<file path="config.mk">
export PLATFORM = sky130hd
export DESIGN_NAME = block_linear_interp_resampler_core
export DESIGN_NICKNAME = d
export VERILOG_FILES = /design/src/rtl/core/blir_pkg.sv /design/src/rtl/core/block_linear_interp_resampler_core.sv
export SDC_FILE = /design/constraint.sdc
export NUM_CORES = 2
export LEC_CHECK = 0
export BUFFER_PORTS_ARGS = -buffer_cell sky130_fd_sc_hd__buf_2
export CAP_MARGIN = 10
export CORE_MARGIN = 5
export CORE_UTILIZATION = 45
export DETAILED_ROUTE_END_ITERATION = 10
export PLACE_DENSITY = 0.58
export SYNTH_ARGS = -nofsm -noshare
export SYNTH_HDL_FRONTEND = slang
export SYNTH_SLANG_ARGS = --single-unit
</file>
<file path="constraint.sdc">
create_clock -name clk -period 19.7 [get_ports clk]
set_input_delay 1.97 -clock clk [delete_from_list [all_inputs] [get_ports clk]]
set_output_delay 1.97 -clock clk [all_outputs]
set_load 0.05 [all_outputs]
</file>
<file path="src/rtl/core/blir_pkg.sv">
package blir_pkg;

  // Sample and phase formats
  localparam int SAMPLE_BITS = 16;
  localparam int FRAC_BITS   = 16;
  localparam int STEP_BITS   = FRAC_BITS + 2;
  localparam int ACC_BITS    = FRAC_BITS + 18;
  localparam int POS_BITS    = 16;
  localparam int CFG_BITS    = STEP_BITS;
  localparam int PROD_BITS   = SAMPLE_BITS + FRAC_BITS + 2;

  // Register reset values
  localparam logic [STEP_BITS-1:0] STEP_RESET          = STEP_BITS'(67200);
  localparam logic [POS_BITS-1:0]  BLOCK_INPUTS_RESET  = POS_BITS'(2100);
  localparam logic [POS_BITS-1:0]  BLOCK_OUTPUTS_RESET = POS_BITS'(2048);

  // A step of exactly 1.0
  localparam logic [STEP_BITS-1:0] STEP_ONE = STEP_BITS'(1) << FRAC_BITS;

  // Rounding constant: one half LSB of the result
  localparam logic [PROD_BITS-1:0] ROUND_HALF = PROD_BITS'(1) << (FRAC_BITS - 1);

  // Configuration register indexes
  typedef enum logic [1:0] {
    REG_STEP_RATIO    = 2'd0,
    REG_BLOCK_INPUTS  = 2'd1,
    REG_BLOCK_OUTPUTS = 2'd2
  } cfg_reg_t;

  typedef logic signed [SAMPLE_BITS-1:0] sample_t;

  // prev + frac*(cur - prev), rounded half up at FRAC_BITS fraction bits.
  // The result lies between prev and cur, so the low bits are exact.
  function automatic sample_t interp(input sample_t prev, input sample_t cur,
                                     input logic [FRAC_BITS-1:0] frac);
    logic signed [SAMPLE_BITS:0]  diff;
    logic signed [PROD_BITS-1:0]  prod;
    logic signed [PROD_BITS-1:0]  base;
    logic signed [PROD_BITS-1:0]  acc;
    diff = $signed({cur[SAMPLE_BITS-1], cur}) - $signed({prev[SAMPLE_BITS-1], prev});
    prod = diff * $signed({1'b0, frac});
    base = $signed({{2{prev[SAMPLE_BITS-1]}}, prev, {FRAC_BITS{1'b0}}});
    acc  = base + prod + $signed(ROUND_HALF);
    return acc[SAMPLE_BITS+FRAC_BITS-1:FRAC_BITS];
  endfunction

endpackage

</file>
<file path="src/rtl/core/block_linear_interp_resampler_core.sv">
// Block linear-interpolation resampler for complex I/Q samples.
//
// Input channel (in_valid / in_stall, sample_i, sample_q): one I/Q sample per
// beat, at the receiver rate. Output channel (out_valid / out_stall, out_i,
// out_q, block_end): zero or one interpolated sample per input beat, at the
// input scale. Output j of a block sits at input position j*step_eff; it is
// emitted when the sample after its integer part arrives. block_end marks the
// last output of a block. The sample with index block_inputs starts the next.
//
// A result is registered in the cycle after its input beat. One input beat is
// taken per cycle while the output is not stalled. The interpolation
// multiply-add and the phase update are registered with the input beat.
//
// The user is to write configuration (cfg_write, cfg_index, cfg_data) only
// while idle; the block does not enforce it. Reset restores the register
// defaults, clears the block position and phase, and empties the output
// register. The first sample after reset only becomes sample 0 of a block.
// A stalled result raises in_stall in that cycle and holds until it is taken.
module block_linear_interp_resampler_core (
  input  logic                                clk,
  input  logic                                rst,
  // configuration
  input  logic                                cfg_write,
  input  logic [1:0]                          cfg_index,
  input  logic [blir_pkg::CFG_BITS-1:0]       cfg_data,
  // input samples
  input  logic                                in_valid,
  output logic                                in_stall,
  input  logic signed [blir_pkg::SAMPLE_BITS-1:0] sample_i,
  input  logic signed [blir_pkg::SAMPLE_BITS-1:0] sample_q,
  // interpolated samples
  output logic                                out_valid,
  input  logic                                out_stall,
  output logic signed [blir_pkg::SAMPLE_BITS-1:0] out_i,
  output logic signed [blir_pkg::SAMPLE_BITS-1:0] out_q,
  output logic                                block_end
);

  localparam int F = blir_pkg::FRAC_BITS;
  localparam int A = blir_pkg::ACC_BITS;
  localparam int P = blir_pkg::POS_BITS;

  // configuration registers
  logic [blir_pkg::STEP_BITS-1:0] step_ratio;
  logic [P-1:0]                   block_inputs;
  logic [P-1:0]                   block_outputs;

  // block state
  blir_pkg::sample_t prev_i;
  blir_pkg::sample_t prev_q;
  logic [P-1:0]      in_position;
  logic [P-1:0]      out_position;
  logic [A-1:0]      phase_acc;

  logic                           accept;
  logic [blir_pkg::STEP_BITS-1:0] step_eff;
  logic [A-1:0]                   phase_next;
  logic [A-F-1:0]                 phase_int;
  logic [P-1:0]                   in_pos_prev;
  logic                           first;
  logic                           emit;
  logic                           last;
  logic                           block_done;

  // beat is taken whenever the output register is free or draining
  assign in_stall = out_valid && out_stall;
  assign accept   = in_valid && !in_stall;

  // per-sample decisions
  always_comb begin
    step_eff    = (step_ratio < blir_pkg::STEP_ONE) ? blir_pkg::STEP_ONE : step_ratio;
    phase_next  = phase_acc + A'(step_eff);
    phase_int   = phase_acc[A-1:F];
    in_pos_prev = in_position - P'(1);
    first       = (in_position == '0);
    emit        = !first && (out_position < block_outputs) &&
                  (phase_int == (A-F)'(in_pos_prev));
    last        = ((P+1)'(out_position) + (P+1)'(1) >= (P+1)'(block_outputs)) ||
                  (phase_next[A-1:F] >= (A-F)'(block_inputs));
    block_done  = (in_position >= block_inputs);
  end

  // configuration writes
  always_ff @(posedge clk) begin
    if (rst) begin
      step_ratio    <= blir_pkg::STEP_RESET;
      block_inputs  <= blir_pkg::BLOCK_INPUTS_RESET;
      block_outputs <= blir_pkg::BLOCK_OUTPUTS_RESET;
    end else if (cfg_write) begin
      case (blir_pkg::cfg_reg_t'(cfg_index))
        blir_pkg::REG_STEP_RATIO:    step_ratio    <= cfg_data;
        blir_pkg::REG_BLOCK_INPUTS:  block_inputs  <= cfg_data[P-1:0];
        blir_pkg::REG_BLOCK_OUTPUTS: block_outputs <= cfg_data[P-1:0];
        default: ;
      endcase
    end
  end

  // block position and phase
  always_ff @(posedge clk) begin
    if (rst) begin
      prev_i       <= '0;
      prev_q       <= '0;
      in_position  <= '0;
      out_position <= '0;
      phase_acc    <= '0;
    end else if (accept) begin
      prev_i <= sample_i;
      prev_q <= sample_q;
      if (first) begin
        in_position <= P'(1);
      end else begin
        if (emit) begin
          out_position <= out_position + P'(1);
          phase_acc    <= phase_next;
        end
        if (block_done) begin
          in_position  <= P'(1);
          out_position <= '0;
          phase_acc    <= '0;
        end else begin
          in_position <= in_position + P'(1);
        end
      end
    end
  end

  // output register
  always_ff @(posedge clk) begin
    if (rst) begin
      out_valid <= 1'b0;
    end else if (accept) begin
      out_valid <= emit;
    end else if (!out_stall) begin
      out_valid <= 1'b0;
    end
  end

  always_ff @(posedge clk) begin
    if (accept && emit) begin
      out_i     <= blir_pkg::interp(prev_i, sample_i, phase_acc[F-1:0]);
      out_q     <= blir_pkg::interp(prev_q, sample_q, phase_acc[F-1:0]);
      block_end <= last;
    end
  end

endmodule

</file>
======== Word-level counts from Yosys, hierarchy flattened ========
Cells that the tools add are included.
word-level totals
  word-level logic and storage cells ...... 59
  flip-flop bits (word level) ............. 182
  bits of input ports ..................... 57
  output and inout bits ................... 35
operators by class
  eq/ne operators ......................... 4
  add/subtract/negate cells ............... 11
  $lt $le $gt $ge ......................... 5
  mux-type cells .......................... 9
  multipliers ............................. 2
  bitwise operators ....................... 1
  reductions and logical operators ........ 15
operators with widths
  cell                      number
  $mux W34                  2
  $add A32 B17 Y32 const B  2
  $add A32 B32 Y32          2
  $mul A17 B17 Y32          2
  $mux W16                  4
  $add A34 B18 Y34          1
  $sub A16 B16 Y17          2
  $add A16 B1 Y16 const B   2
  $eq A18 B16 Y1            1
  $ge A18 B16 Y1            1
  $lt A18 B17 Y1 const B    1
  $mux W18                  1
  $add A16 B1 Y17 const B   1
  $ge A17 B16 Y1            1
  $ge A16 B16 Y1            1
  $logic_not A16 Y1         1
  $lt A16 B16 Y1            1
  $sub A16 B1 Y16 const B   1
  $reduce_and A2 Y1         3
  $logic_and A1 B1 Y1       5
  $reduce_and A3 Y1         1
  $eq A2 B1 Y1 const B      1
  $eq A2 B2 Y1 const B      1
  $logic_not A1 Y1          2
  other kinds (6)           7

======== Depth between registers and ports, before layout ========
  word-level depth ........................ 6
  mapped depth ............................ 34
  depth with buffers taken out ............ 33

======== Worst setup path before layout ========
OpenSTA, ideal clock, no wires.
  path type ............................... input-to-reg
  start point ............................. input port sample_i[1] in the netlist's numbering
  end point ............................... register out_i[15] in the netlist's numbering, data pin
  arrival time ............................ 9.085 ns
  path slack .............................. 10.350 ns
  stages on the path ...................... 31
  path buffers ............................ 1
  cell sequence ........................... ha_1 -> nor2b_1 -> o21ai_0 -> nand2b_1 -> a21oi_1 -> o21ai_0 -> a211oi_1 -> o31ai_1 -> and3b_1 -> clkbuf_1 -> and2_1 -> fa_1 -> inv_1 -> fa_1 -> fa_1 -> inv_1 -> fa_1 -> fa_1 -> inv_1 -> fa_1 -> inv_1 -> ha_1 -> o21ai_0 -> inv_1 -> o21ai_0 -> nor3_1 -> a211oi_1 -> o21a_1 -> o21bai_1 -> a221oi_1 -> xnor2_1
between the ends
  cells in the longest elaborated chain, start to end .. 4
RTL lines
  item                  line                                       source
  start, declared       block_linear_interp_resampler_core.sv:29   input logic signed [blir_pkg::SAMPLE_BITS-1:0] sample_i,
  $sub A16 B16 Y17      blir_pkg.sv:40                             diff = $signed({cur[SAMPLE_BITS-1], cur}) - $signed({prev[SAMPLE_BITS-1], prev});
  $mul A17 B17 Y32      blir_pkg.sv:41                             prod = diff * $signed({1'b0, frac});
  $add A32 B32 Y32      blir_pkg.sv:43                             acc = base + prod + $signed(ROUND_HALF);
  $add A32 B17 Y32      blir_pkg.sv:43
  end signal, assigned  block_linear_interp_resampler_core.sv:141  out_i <= blir_pkg::interp(prev_i, sample_i, phase_acc[F-1:0]);
  end, declared         block_linear_interp_resampler_core.sv:34   output logic signed [blir_pkg::SAMPLE_BITS-1:0] out_i,
No other way between the ends.
A chain may end at the register's enable or synchronous reset.

======== Worst setup path in the final report ========
Same ends and word-level chain as after synthesis.

==> impl_metrics.env <==
export IMPL_portBuffers=91
export IMPL_drt_total_wl_microns=88500
export IMPL_grt_ovfl_total=0
export IMPL_async_reset_ff_share_pct=0
export IMPL_synth_seq_cells=182
export IMPL_clock_sinks=182
export IMPL_areaGrowthSynthToFinish_pct=6.05
export IMPL_synth_avg_cell_area_sq_um=8.63
export IMPL_clk_latency_ns=0.51
export IMPL_grt_pass1_wl_microns=144000
export IMPL_ir_drop_v=0.0000701
export IMPL_path_clk_slew_ns=0.08
export IMPL_crit_required_ns=19.94
export IMPL_crit_arrival_ns=11.04
export IMPL_end_kind="flop"
export IMPL_crit_fanout=33
export IMPL_routed_via_density=5.21
export IMPL_skew_ns=0.0298
export IMPL_slew_violations=0
export IMPL_rsz0062_at_grt="false"
export IMPL_die_x_microns=286
export IMPL_dr_total_vias=25795
export IMPL_yosys_warnings=0
export IMPL_post_route_period_util_pct=54.8
export IMPL_core_sq_mm=0.0758
export IMPL_fp_dieH_microns=286
export IMPL_cts_root_buffer="clkbuf_16"
export IMPL_layout_commonest_cell="inv_1"
export IMPL_num_rows=101
export IMPL_cts_buffer_depth=2
export IMPL_netlist_instances=3985
export IMPL_leakage_nw=18.0
export IMPL_tightestPinTransition_ns=1.30
export IMPL_period_minus_slack_ns=10.80
export IMPL_seq_area_frac_synth_pct=11.6
export IMPL_grt_start_max_net_pins=75
export IMPL_cts_hold_buffers_added=0
export IMPL_firstDrtPassIters=6
export IMPL_maxCapViolCount=0
export IMPL_syn_area_sq_mm=0.0344
export IMPL_postCtsSetupBuffers=0
export IMPL_synth_edff_count=33
export IMPL_avgRoutedWirePerCell_microns=17.9
export IMPL_grt_pass1_vias=26395
export IMPL_cts_made_buffers=17
export IMPL_yosys_cell_types_count=78
export IMPL_power_density_mw_per_mm2=28.3
export IMPL_mostFrequentLayoutCells="inv_1, fa_1, nand2_1"
export IMPL_maxSlewHeadroom_pct=12.9
export IMPL_startpoint_type="input port"
export IMPL_maxClockFrequency_mhz=92.6
export IMPL_dp_hpwl_microns=68100
export IMPL_hold_path_class="flop to flop"
export IMPL_cts_resized=0
export IMPL_crit_type="input port to flop"
export IMPL_syn_num_nets=4918
export IMPL_gp_congestion=0.850
export IMPL_dieArea_sq_mm=0.0820
export IMPL_slowest_delay_ns=1.07
export IMPL_status="finished, final reports clean"
export IMPL_start_util_pct=45.3
export IMPL_drive_gt1_share_pct=6.09
export IMPL_antenna_found_initial=3
export IMPL_cp_slowest_cell="o31ai_4"
export IMPL_crit_path_frequent_cell="fa_1"
export IMPL_grtUsageTotal_pct=22.1
export IMPL_final_nets=4892
export IMPL_hold_viol=0
export IMPL_fin_tns_setup_ns=0
export IMPL_ant_nets=0
export IMPL_synth_flop_cell="dfxtp_1"
export IMPL_tritoncts="built"
export IMPL_cts_max_level=4
export IMPL_ios=92
export IMPL_setup_viol_count_final=0
export IMPL_first_iter_violations=1642
export IMPL_route_detailed_drc=0
export IMPL_worst_hold_slack_ns=0.453
-- stage by stage --
stage          power, mW  std cells  utilization, %  setup slack, ns  cell area [sq um]
6_report            1.03       4951            48.1             8.90              36500
5_1_grt             1.08       4950            48.1             8.39              36500
4_1_cts             1.04       4950            48.1             8.99              36500
3_5_place_dp       0.669       4918            47.3             8.46              35900
3_3_place_gp       0.668       4918            47.3             8.44              35900
2_1_floorplan      0.561       3985               -            10.35              34400
-- area by class of cell --
class	instances	area, sq um
tap	978	1220
antenna	1	2.50
clock inverter	13	133
clock buffer	19	454
sequential	182	3970
inverter	811	3040
multi-input combinational	2787	26700
fill	7439	39400
timing repair buffer	160	976
-- Yosys cell counts (39+ instances only) --
cell / n / share of area, %
a21o_1: 39 / 0.85
a21oi_1: 161 / 2.3
and2_1: 296 / 5.4
clkbuf_1: 185 / 2.0
dfxtp_1: 149 / 8.7
fa_1: 570 / 33
ha_1: 306 / 11
inv_1: 811 / 8.9
nand2_1: 422 / 4.6
nand3_1: 91 / 1.3
nor2_1: 90 / 0.98
nor2b_1: 101 / 1.8
nor3_1: 44 / 0.64
o21ai_0: 68 / 0.99
xnor2_1: 115 / 2.9
xor2_1: 55 / 1.4
-- power by group --
part | leakage (nW) | switching (mW) | internal (mW) | total [mW]
registers | 1.51 | 0.00695 | 0.386 | 0.393
logic | 16.2 | 0.190 | 0.0793 | 0.270
clock network | 0.279 | 0.194 | 0.176 | 0.369
-- path summary, 6_finish.rpt --
| path | startpoint | to | slack (ns) | cells past startpoint |
|---|---|---|---|---|
| max reg2reg | prev_i[1] | out_i[15] | 9.98 | 31 |
| min reg2reg | step_ratio[2] | step_ratio[2] | 0.45 | 2 |
| max | sample_i[1] | out_i[15] | 8.90 | 31 |
| min | step_ratio[2] | step_ratio[2] | 0.45 | 2 |
-- kinds of logic after synthesis --
logic type / synth area share (%)
AO/OA/AOI/OAI: 9.22
XOR/XNOR: 4.40
adder cells (fa/ha/maj): 44.3
buffers and inverters: 11.2
flip-flops: 11.6
multiplexers: 0.0291
AND/OR/NAND/NOR: 19.2
-- registers in the layout, summed over array words and instances, names as in the netlist --
register / count
block_end: 1
block_inputs: 16
block_outputs: 16
in_position: 16
out_i: 16
out_position: 16
out_q: 16
out_valid: 1
phase_acc: 34
prev_i: 16
prev_q: 16
step_ratio: 18
-- worst max-delay path: cells and delay by family --
kind / cells / cell delay, ns
simple gates: 5 / 1.10
compound gates: 11 / 3.92
xor+xnor: 1 / 0.11
fa+ha+maj: 8 / 3.53
buf+inv: 6 / 0.38
-- metal layers --
layer  global-route usage [%]  part of all wire [%]  up-vias
met2                     37.5                    48      491
met3                     2.53                   3.8      114
li1                         -                     -    12405
met1                     30.2                    46    12785
met5                        0                     0        -
met4                     5.79                   2.4        0
Note: power is estimated with default switching activity, not from simulation.
